<file path="src/rtl/signed_int_to_decimal_ascii_macros.svh">
// ----------------------------------------------------------------------------
// Assertion macros for the decimal ASCII converter
// Concurrent checks clocked on clk and disabled while rst_n is low.
// ----------------------------------------------------------------------------
`ifndef SIGNED_INT_TO_DECIMAL_ASCII_MACROS_SVH
`define SIGNED_INT_TO_DECIMAL_ASCII_MACROS_SVH

// Same-cycle implication.
`define SITDA_ASSERT_NOW(name, ante, cons, msg) \
    name: assert property (@(posedge clk) disable iff (!rst_n) (ante) |-> (cons)) \
        else $error(msg);

// Next-cycle implication.
`define SITDA_ASSERT_NEXT(name, ante, cons, msg) \
    name: assert property (@(posedge clk) disable iff (!rst_n) (ante) |=> (cons)) \
        else $error(msg);

`endif

</file>
<file path="src/rtl/sitda_pkg.sv">
// ----------------------------------------------------------------------------
// sitda_pkg
// Constants and the job record passed from the converter to the serializer.
// ----------------------------------------------------------------------------
package sitda_pkg;

    localparam int MAX_DEST         = 64;
    localparam int SMALL_DEST_LIMIT = 22;
    localparam int NDIG             = 19;   // enough for 2^63

    localparam logic [7:0] CH_ZERO  = 8'h30;
    localparam logic [7:0] CH_MINUS = 8'h2D;
    localparam logic [7:0] CH_NUL   = 8'h00;

    typedef struct packed {
        logic [NDIG-1:0][3:0] digits;      // BCD, digit 0 least significant
        logic                 lead_minus;  // '-' as first character
        logic                 mid_minus;   // '-' between padding and digits
        logic [6:0]           pad_cnt;
        logic [7:0]           pad_byte;
        logic [6:0]           len;         // characters including terminator
        logic                 fits;
    } job_t;

endpackage

</file>
<file path="src/rtl/sitda_if.sv">
// ----------------------------------------------------------------------------
// sitda_if
// Request and response channels of the decimal ASCII converter.
// ----------------------------------------------------------------------------
interface sitda_req_if;
    logic               valid;
    logic               ready;
    logic signed [63:0] value;
    logic        [7:0]  width_req;
    logic        [7:0]  pad_byte;
    logic        [6:0]  dest_size;

    modport source (output valid, output value, output width_req, output pad_byte,
                    output dest_size, input ready);
    modport sink   (input valid, input value, input width_req, input pad_byte,
                    input dest_size, output ready);
endinterface

interface sitda_rsp_if;
    logic       valid;
    logic       ready;
    logic [7:0] char_out;
    logic       last_char;
    logic [6:0] char_count;
    logic       fits;

    modport source (output valid, output char_out, output last_char,
                    output char_count, output fits, input ready);
    modport sink   (input valid, input char_out, input last_char,
                    input char_count, input fits, output ready);
endinterface

</file>
<file path="src/rtl/signed_int_to_decimal_ascii.sv">
// ----------------------------------------------------------------------------
// signed_int_to_decimal_ascii
// Signed 64-bit integer to padded, zero-terminated decimal ASCII text.
//
// req carries value, width_req, pad_byte and dest_size; rsp returns the
// characters of each request, most significant first, ending with a zero
// terminator flagged by last_char. A destination that is too small gives a
// single zero character with fits low and last_char high.
// The converter captures a request, converts it to BCD (4 bits per cycle),
// counts the digits and hands the job to a QUEUE_DEPTH-entry queue; it
// takes no new request until that job is handed over. The serializer loads
// a job, then emits one character per cycle while the receiver is ready.
// The two halves overlap across the queue.
// Reset empties the queue and output register; no clearing pass is needed.
// A stalled receiver holds the output register; the converter keeps working
// until the queue fills, then waits to hand over the job with req.ready low.
// ----------------------------------------------------------------------------
`include "signed_int_to_decimal_ascii_macros.svh"

module signed_int_to_decimal_ascii #(
    parameter int QUEUE_DEPTH = 2
) (
    input  logic        clk,
    input  logic        rst_n,
    sitda_req_if.sink   req,
    sitda_rsp_if.source rsp
);
    import sitda_pkg::*;

    logic f_valid, f_ready;
    job_t f_job;
    logic b_valid, b_ready;
    job_t b_job;

    sitda_front u_front (
        .clk       (clk),
        .rst_n     (rst_n),
        .req       (req),
        .job_valid (f_valid),
        .job_ready (f_ready),
        .job       (f_job)
    );

    sitda_queue #(
        .DEPTH (QUEUE_DEPTH)
    ) u_queue (
        .clk        (clk),
        .rst_n      (rst_n),
        .push_valid (f_valid),
        .push_ready (f_ready),
        .push_job   (f_job),
        .pop_valid  (b_valid),
        .pop_ready  (b_ready),
        .pop_job    (b_job)
    );

    sitda_back u_back (
        .clk       (clk),
        .rst_n     (rst_n),
        .job_valid (b_valid),
        .job_ready (b_ready),
        .job       (b_job),
        .rsp       (rsp)
    );

    `SITDA_ASSERT_NOW(a_fail_single, rsp.valid && !rsp.fits, rsp.last_char && (rsp.char_out == CH_NUL), "failed fit must be a single zero item")
    `SITDA_ASSERT_NOW(a_last_is_nul, rsp.valid && rsp.last_char, rsp.char_out == CH_NUL, "last character must be the terminator")
    `SITDA_ASSERT_NEXT(a_run_unbroken, rsp.valid && rsp.ready && !rsp.last_char, rsp.valid && (rsp.char_count == $past(rsp.char_count)), "string run broken or count changed")

endmodule

</file>
<file path="src/rtl/sitda_front.sv">
// ----------------------------------------------------------------------------
// sitda_front
// Accepts a request, converts the magnitude to BCD four bits per cycle
// (double dabble) and works out sign placement, padding and length.
// ----------------------------------------------------------------------------
module sitda_front (
    input  logic          clk,
    input  logic          rst_n,
    sitda_req_if.sink     req,
    output logic          job_valid,
    input  logic          job_ready,
    output sitda_pkg::job_t job
);
    import sitda_pkg::*;

    localparam logic [1:0] ST_IDLE = 2'd0;
    localparam logic [1:0] ST_CONV = 2'd1;
    localparam logic [1:0] ST_LEN  = 2'd2;
    localparam logic [1:0] ST_PUSH = 2'd3;

    logic [1:0]        state_reg, state_next;
    logic [3:0]        cnt_reg, cnt_next;
    logic [63:0]       mag_reg, mag_next;
    logic [NDIG*4-1:0] bcd_reg, bcd_next;
    logic              neg_reg, neg_next;
    logic [7:0]        width_reg, width_next;
    logic [7:0]        pad_reg, pad_next;
    logic [6:0]        dest_reg, dest_next;
    logic [4:0]        ndig_reg, ndig_next;

    logic [NDIG*4-1:0] bcd_step;
    logic [63:0]       mag_step;
    logic [4:0]        ndig_c;

    // length arithmetic
    logic       wnz, zero_pad, add_mid, gt, mbp;
    logic [7:0] total0, t1, wid, npad, t2, total;

    // four double-dabble iterations
    always_comb
    begin
        bcd_step = bcd_reg;
        mag_step = mag_reg;
        for (int s = 0; s < 4; s++)
        begin
            for (int d = 0; d < NDIG; d++)
            begin
                if (bcd_step[d*4 +: 4] >= 4'd5)
                    bcd_step[d*4 +: 4] = bcd_step[d*4 +: 4] + 4'd3;
            end
            bcd_step = {bcd_step[NDIG*4-2:0], mag_step[63]};
            mag_step = {mag_step[62:0], 1'b0};
        end
    end

    always_comb
    begin
        ndig_c = 5'd1;
        for (int d = 1; d < NDIG; d++)
        begin
            if (bcd_reg[d*4 +: 4] != 4'd0)
                ndig_c = 5'(d + 1);
        end
    end

    always_comb
    begin
        wnz      = (width_reg != 8'd0);
        zero_pad = (pad_reg == CH_ZERO);
        add_mid  = neg_reg && !zero_pad && wnz;
        total0   = {3'b0, ndig_reg} + 8'd1;
        t1       = total0 + {7'b0, add_mid};
        wid      = (width_reg > {1'b0, dest_reg}) ? {1'b0, dest_reg} : width_reg;
        gt       = wnz && (wid > t1);
        npad     = gt ? (wid - t1) : 8'd0;
        t2       = t1 + npad;
        mbp      = neg_reg && (!wnz || (zero_pad && npad == 8'd0));
        total    = t2 + {7'b0, mbp};

        job.digits     = bcd_reg;
        job.lead_minus = neg_reg && (!wnz || zero_pad);
        job.mid_minus  = add_mid;
        // with '0' padding the sign takes the place of the first pad
        job.pad_cnt    = (neg_reg && zero_pad && npad != 8'd0) ? 7'(npad - 8'd1)
                                                               : npad[6:0];
        job.pad_byte   = pad_reg;
        job.len        = total[6:0];
        job.fits       = !((dest_reg < 7'(SMALL_DEST_LIMIT)) &&
                           (total > {1'b0, dest_reg}));
    end

    assign req.ready = (state_reg == ST_IDLE);
    assign job_valid = (state_reg == ST_PUSH);

    always_comb
    begin
        state_next = state_reg;
        cnt_next   = cnt_reg;
        mag_next   = mag_reg;
        bcd_next   = bcd_reg;
        neg_next   = neg_reg;
        width_next = width_reg;
        pad_next   = pad_reg;
        dest_next  = dest_reg;
        ndig_next  = ndig_reg;
        unique case (state_reg)
            ST_IDLE:
            begin
                if (req.valid)
                begin
                    neg_next   = req.value[63];
                    mag_next   = req.value[63] ? (~req.value + 64'd1) : req.value;
                    bcd_next   = '0;
                    cnt_next   = 4'd0;
                    width_next = req.width_req;
                    pad_next   = req.pad_byte;
                    dest_next  = (req.dest_size > 7'(MAX_DEST)) ? 7'(MAX_DEST)
                                                                : req.dest_size;
                    state_next = ST_CONV;
                end
            end
            ST_CONV:
            begin
                bcd_next = bcd_step;
                mag_next = mag_step;
                cnt_next = cnt_reg + 4'd1;
                if (cnt_reg == 4'd15)
                    state_next = ST_LEN;
            end
            ST_LEN:
            begin
                ndig_next  = ndig_c;
                state_next = ST_PUSH;
            end
            ST_PUSH:
            begin
                if (job_ready)
                    state_next = ST_IDLE;
            end
            default: state_next = ST_IDLE;
        endcase
    end

    always_ff @(posedge clk or negedge rst_n)
    begin
        if (!rst_n)
        begin
            state_reg <= ST_IDLE;
            cnt_reg   <= 4'd0;
        end
        else
        begin
            state_reg <= state_next;
            cnt_reg   <= cnt_next;
        end
    end

    always_ff @(posedge clk)
    begin
        mag_reg   <= mag_next;
        bcd_reg   <= bcd_next;
        neg_reg   <= neg_next;
        width_reg <= width_next;
        pad_reg   <= pad_next;
        dest_reg  <= dest_next;
        ndig_reg  <= ndig_next;
    end

endmodule

</file>
<file path="src/rtl/sitda_queue.sv">
// ----------------------------------------------------------------------------
// sitda_queue
// Small FIFO of finished jobs between converter and serializer.
// ----------------------------------------------------------------------------
module sitda_queue #(
    parameter int DEPTH = 2
) (
    input  logic            clk,
    input  logic            rst_n,
    input  logic            push_valid,
    output logic            push_ready,
    input  sitda_pkg::job_t push_job,
    output logic            pop_valid,
    input  logic            pop_ready,
    output sitda_pkg::job_t pop_job
);
    import sitda_pkg::*;

    localparam int PTR_W = (DEPTH > 1) ? $clog2(DEPTH) : 1;
    localparam int CNT_W = $clog2(DEPTH + 1);

    job_t             entry_reg [DEPTH];
    logic [PTR_W-1:0] wr_reg, wr_next;
    logic [PTR_W-1:0] rd_reg, rd_next;
    logic [CNT_W-1:0] cnt_reg, cnt_next;
    logic             do_push, do_pop;

    assign push_ready = (cnt_reg != CNT_W'(DEPTH));
    assign pop_valid  = (cnt_reg != '0);
    assign pop_job    = entry_reg[rd_reg];
    assign do_push    = push_valid && push_ready;
    assign do_pop     = pop_valid && pop_ready;

    always_comb
    begin
        wr_next  = wr_reg;
        rd_next  = rd_reg;
        cnt_next = cnt_reg;
        if (do_push)
            wr_next = (wr_reg == PTR_W'(DEPTH - 1)) ? '0 : wr_reg + PTR_W'(1);
        if (do_pop)
            rd_next = (rd_reg == PTR_W'(DEPTH - 1)) ? '0 : rd_reg + PTR_W'(1);
        if (do_push && !do_pop)
            cnt_next = cnt_reg + CNT_W'(1);
        else if (do_pop && !do_push)
            cnt_next = cnt_reg - CNT_W'(1);
    end

    always_ff @(posedge clk or negedge rst_n)
    begin
        if (!rst_n)
        begin
            wr_reg  <= '0;
            rd_reg  <= '0;
            cnt_reg <= '0;
        end
        else
        begin
            wr_reg  <= wr_next;
            rd_reg  <= rd_next;
            cnt_reg <= cnt_next;
        end
    end

    always_ff @(posedge clk)
    begin
        if (do_push)
            entry_reg[wr_reg] <= push_job;
    end

endmodule

</file>
<file path="src/rtl/sitda_back.sv">
// ----------------------------------------------------------------------------
// sitda_back
// Serializes one job into characters through a registered output stage.
// ----------------------------------------------------------------------------
module sitda_back (
    input  logic            clk,
    input  logic            rst_n,
    input  logic            job_valid,
    output logic            job_ready,
    input  sitda_pkg::job_t job,
    sitda_rsp_if.source     rsp
);
    import sitda_pkg::*;

    logic       busy_reg, busy_next;
    logic [6:0] pos_reg, pos_next;
    job_t       job_reg;

    logic       out_valid_reg, out_valid_next;
    logic [7:0] out_char_reg;
    logic       out_last_reg;
    logic [6:0] out_count_reg;
    logic       out_fits_reg;

    logic       advance, is_last;
    logic [6:0] pad_start, mid_start, dig_start, dig_idx;
    logic [7:0] ch;

    assign job_ready = !busy_reg;
    assign advance   = busy_reg && (!out_valid_reg || rsp.ready);

    always_comb
    begin
        pad_start = {6'b0, job_reg.lead_minus};
        mid_start = pad_start + job_reg.pad_cnt;
        dig_start = mid_start + {6'b0, job_reg.mid_minus};
        dig_idx   = job_reg.len - 7'd2 - pos_reg;   // most significant first
        is_last   = !job_reg.fits || (pos_reg == job_reg.len - 7'd1);
        if (!job_reg.fits || is_last)
            ch = CH_NUL;
        else if (pos_reg < pad_start)
            ch = CH_MINUS;
        else if (pos_reg < mid_start)
            ch = job_reg.pad_byte;
        else if (pos_reg < dig_start)
            ch = CH_MINUS;
        else
            ch = CH_ZERO | {4'b0, job_reg.digits[dig_idx[4:0]]};
    end

    always_comb
    begin
        busy_next      = busy_reg;
        pos_next       = pos_reg;
        out_valid_next = out_valid_reg;
        if (!busy_reg && job_valid)
        begin
            busy_next = 1'b1;
            pos_next  = 7'd0;
        end
        if (advance)
        begin
            out_valid_next = 1'b1;
            pos_next       = pos_reg + 7'd1;
            if (is_last)
                busy_next = 1'b0;
        end
        else if (rsp.ready)
            out_valid_next = 1'b0;
    end

    always_ff @(posedge clk or negedge rst_n)
    begin
        if (!rst_n)
        begin
            busy_reg      <= 1'b0;
            pos_reg       <= 7'd0;
            out_valid_reg <= 1'b0;
        end
        else
        begin
            busy_reg      <= busy_next;
            pos_reg       <= pos_next;
            out_valid_reg <= out_valid_next;
        end
    end

    always_ff @(posedge clk)
    begin
        if (!busy_reg && job_valid)
            job_reg <= job;
        if (advance)
        begin
            out_char_reg  <= ch;
            out_last_reg  <= is_last;
            out_count_reg <= job_reg.len;
            out_fits_reg  <= job_reg.fits;
        end
    end

    assign rsp.valid      = out_valid_reg;
    assign rsp.char_out   = out_char_reg;
    assign rsp.last_char  = out_last_reg;
    assign rsp.char_count = out_count_reg;
    assign rsp.fits       = out_fits_reg;

endmodule

</file>
<file path="src/flat_wrapper.sv">
// flat-port wrapper written by rule: the top's interface ports become plain ports
module signed_int_to_decimal_ascii_flat import sitda_pkg::*;
#(
    parameter int QUEUE_DEPTH = 2
)
  (clk, rst_n, req_valid, req_value, req_width_req, req_pad_byte, req_dest_size, req_ready, rsp_valid, rsp_char_out, rsp_last_char, rsp_char_count, rsp_fits, rsp_ready);
  sitda_req_if req_i ();
  sitda_rsp_if rsp_i ();
  input  logic clk;
  input  logic rst_n;
  input wire logic [$bits(req_i.valid)-1:0] req_valid;
  input wire logic [$bits(req_i.value)-1:0] req_value;
  input wire logic [$bits(req_i.width_req)-1:0] req_width_req;
  input wire logic [$bits(req_i.pad_byte)-1:0] req_pad_byte;
  input wire logic [$bits(req_i.dest_size)-1:0] req_dest_size;
  output wire logic [$bits(req_i.ready)-1:0] req_ready;
  output wire logic [$bits(rsp_i.valid)-1:0] rsp_valid;
  output wire logic [$bits(rsp_i.char_out)-1:0] rsp_char_out;
  output wire logic [$bits(rsp_i.last_char)-1:0] rsp_last_char;
  output wire logic [$bits(rsp_i.char_count)-1:0] rsp_char_count;
  output wire logic [$bits(rsp_i.fits)-1:0] rsp_fits;
  input wire logic [$bits(rsp_i.ready)-1:0] rsp_ready;
  assign req_i.valid = req_valid;
  assign req_i.value = req_value;
  assign req_i.width_req = req_width_req;
  assign req_i.pad_byte = req_pad_byte;
  assign req_i.dest_size = req_dest_size;
  assign req_ready = req_i.ready;
  assign rsp_valid = rsp_i.valid;
  assign rsp_char_out = rsp_i.char_out;
  assign rsp_last_char = rsp_i.last_char;
  assign rsp_char_count = rsp_i.char_count;
  assign rsp_fits = rsp_i.fits;
  assign rsp_i.ready = rsp_ready;
  signed_int_to_decimal_ascii #(.QUEUE_DEPTH(QUEUE_DEPTH)) u_core (.clk(clk), .rst_n(rst_n), .req(req_i), .rsp(rsp_i));
endmodule
</file>
<file path="config.mk">
export PLATFORM = sky130hd
export DESIGN_NAME = signed_int_to_decimal_ascii_flat
export DESIGN_NICKNAME = d
export VERILOG_FILES = /design/src/rtl/sitda_pkg.sv /design/src/rtl/sitda_if.sv /design/src/rtl/signed_int_to_decimal_ascii.sv /design/src/rtl/sitda_front.sv /design/src/rtl/sitda_queue.sv /design/src/rtl/sitda_back.sv /design/src/flat_wrapper.sv
export VERILOG_INCLUDE_DIRS = /design/src /design/src/rtl
export SDC_FILE = /design/constraint.sdc
export NUM_CORES = 1
export LEC_CHECK = 0
export BUFFER_PORTS_ARGS = -buffer_cell sky130_fd_sc_hd__buf_4
export CORE_ASPECT_RATIO = 0.9
export CORE_UTILIZATION = 60
export DETAILED_ROUTE_END_ITERATION = 8
export GPL_TIMING_DRIVEN = 1
export PLACE_DENSITY_LB_ADDON = 0.25
export SYNTH_ARGS = -nofsm -noshare
export SYNTH_HDL_FRONTEND = slang
export SYNTH_SLANG_ARGS = --single-unit
</file>
<file path="constraint.sdc">
create_clock -name clk -period 8.53 [get_ports clk]
set_input_delay 1.2795 -clock clk [delete_from_list [all_inputs] [get_ports clk]]
set_output_delay 1.2795 -clock clk [all_outputs]
set_load 0.01 [all_outputs]
</file>
==> run_results.csv <==
group,metric,value,unit
synthesis,avgSynthCellArea,11.10,µm²
sta,fin_skew,0.02042,ns
sta,worstMarginPinSlew,1.250,ns
job,drv_cap,0,
synthesis,ys_warn_count,0,
sta,finalHoldViolCount,0,
drt,drtIter0Drc,1593,
sta,setup_violations,0,
die,initial_utilization,0.6097,
setup_path,cpPeakStageDelay,0.54,ns
drt,via_count,22290,
global_routing,grt_remaining_overflow,0,
clocking,cts_tree,"built",
hold_path,min_path_type,"reg2reg",
synthesis,ys.flop_type,"edfxtp_1",
global_routing,grt_max_degree,106,
final_layout,final_core_util,0.6742,
clocking,cts_num_sinks,508,
die,ios,110,
global_routing,grt_pass1_vias,21760,
synthesis,syn_area,0.03158,mm²
global_routing,grt_pass1_wl,110800,µm
final_layout,n_antenna_cell,0,
placement,place_congestion,0.9304,
sta,slew_viol_final,0,
clocking,postCtsSetupRepairBufs,0,
clocking,cts_buffers,52,
die,die_w,243.8,µm
final_layout,fillers,3766,
clocking,htree_levels,2,
outcome,status,"complete, no violations",
setup_path,cpMaxStageDelayCell,"or4_1",
setup_path,crit_required,8.85,ns
drt,avgRoutedWirePerCell,18.95,µm
clocking,ctsRootBufferMaster,"clkbuf_16",
sta,max_freq,131.3,MHz
die,die-area,0.05356,mm²
clocking,clockBufferDepth,3,
setup_path,end_kind,"register",
setup_path,path_class,"reg2reg",
synthesis,async_flop_share,0.03740,
drt,route.detailed.drc,0,
synthesis,synth_edf_count,489,
setup_path,arrival,7.94,ns
drt,drt_wl_total,69710,µm
placement,hpwl,50190,µm
drt,drt_first_pass_iters,5,
final_layout,final_nets,3257,
global_routing,antenna_found_initial,0,
sta,period_minus_slack,7.618,ns
placement,port_buffers,109,
drt,via_per_inst,6.058,
die,die_h,219.6,µm
synthesis,synth_cells,2844,
global_routing,grt_use_total,0.2583,
final_layout,drive_gt1_frac,0.1408,
setup_path,cpMostUsedCell,"ha_1",
clocking,clk_latency,0.61,ns
clocking,clk_pin_slew,0.06,ns
final_layout,largest_register_ffs,202,
sta,post-route-period-util,0.8931,
drt,drtAntennaViolNets,0,
sta,tns,0,ns
sta,timing.hold.ws,0.4747,ns
synthesis,synthesis.nets,3153,
setup_path,crit_fanout,12,
final_layout,area_growth_syn_to_layout,10.58,%
sta,rsz0062_at_grt,"no",
die,std_cell_rows,79,
setup_path,startpoint_type,"register",
sta,max-slew-margin-rel,0.1664,
die,core,0.05179,mm²
clocking,cts-resized-gates,0,
clocking,hold_buffers,0,
synthesis,synth_cell_types,82,
synthesis,ys_seq_area_frac,0.4800,
synthesis,ys_seq_elements,508,
[synthesized netlist by cell type (38+ instances only)]
cell type  instances  area share
edfxtp_1         489        0.46
nor2_1           153       0.018
nand2b_1          91       0.018
nor2b_1           56       0.011
a21oi_1           81       0.013
xor2_1            99       0.027
and2_1            41      0.0081
ha_1             215       0.085
mux2i_1           88       0.028
inv_1            231       0.027
o21ai_0          175       0.028
clkbuf_1          62      0.0074
nor3_1            38      0.0060
mux2_2           138       0.049
xnor2_1           63       0.017
nand2_1          217       0.026
a21o_1            39      0.0093
[final timing paths]
path                                           startpoint                         endpoint  slack (ns)  cells after the start
worst max-delay path            u_core.u_front.pad_reg[1]   u_core.u_queue.entry_reg[1][0]        0.91                     34
max in group asynchronous                           rst_n            u_core.u_queue.rd_reg        7.74                      1
worst max register to register  u_core.u_front.pad_reg[1]   u_core.u_queue.entry_reg[1][0]        0.91                     34
worst min-delay path            u_core.u_front.pad_reg[2]  u_core.u_queue.entry_reg[0][10]        0.47                      0
min in group asynchronous                           rst_n         u_core.u_back.pos_reg[5]        0.55                      1
worst min register to register  u_core.u_front.pad_reg[2]  u_core.u_queue.entry_reg[0][10]        0.47                      0
[stage by stage]
step / cell area (µm²) / setup WS [ns] / cells
3_5_place_dp: 33120 / 0.9558 / 3582
4_1_cts: 34920 / 0.8858 / 3679
2_1_floorplan: 31580 / 2.088 / 2844
5_1_grt: 34920 / 0.2143 / 3679
6_report: 34920 / 0.9120 / 3679
3_3_place_gp: 33120 / 1.017 / 3582
[kinds of logic after synthesis]
family,share of synthesized area
AO/OA/AOI/OAI,0.1269
XOR/XNOR,0.04493
adder cells (fa/ha/maj),0.08708
buffers and inverters,0.03625
flip-flops,0.4800
multiplexers,0.09136
AND/OR/NAND/NOR,0.1335
[cell type report]
class / instances / area, µm² / share of cell area
multi-input combinational: 2032 / 15300 / 0.4381
sequential: 508 / 15160 / 0.4342
clock buffer: 60 / 1384 / 0.03963
timing repair buffer: 121 / 908.4 / 0.02601
inverter: 233 / 882.1 / 0.02526
tap: 688 / 860.8 / 0.02465
clock inverter: 37 / 422.9 / 0.01211
[worst max-delay path, delay by kind of cell, from the launching register on]
kind	cells	cell delay (ns)
compound gates	14	2.28
xor+xnor	2	0.32
fa+ha+maj	7	1.89
buf+inv	3	0.35
flops	1	0.42
simple gates	8	2.07
[metal layers]
metal  track usage  vias up  part of all wire
li1              -    10740                 -
met1        0.3510    10870              0.45
met2        0.4354      576              0.48
met3       0.03374      105             0.053
met4       0.07333        0             0.022
met5             0        -                 0
[placed cells by master (no fill, tap or decap), types with 10 or more instances in the layout]
cell type	count
o31ai_1	37
o41ai_1	12
nor3b_1	27
and2_1	41
a211oi_1	35
mux2i_1	88
a221oi_1	17
nor4_1	11
o21ai_0	175
ha_1	214
a31oi_1	20
a21oi_1	81
buf_4	121
nor2_1	152
xor2_1	99
nor2b_1	56
or4_1	22
xnor2_1	63
edfxtp_1	489
clkbuf_16	54
nand2b_1	91
inv_1	228
o22ai_1	13
o211ai_1	32
a211o_1	10
nand2_1	217
dfrtp_1	18
nand3_1	36
and3_1	18
o21a_1	17
or3_1	34
o2111ai_1	11
or2_2	24
mux4_2	20
mux2_2	138
nor3_1	38
a21o_1	39
Power is left out: the tool's default activity adds up to more than one toggle a clock period on the data nets, which glitch-free logic cannot reach.
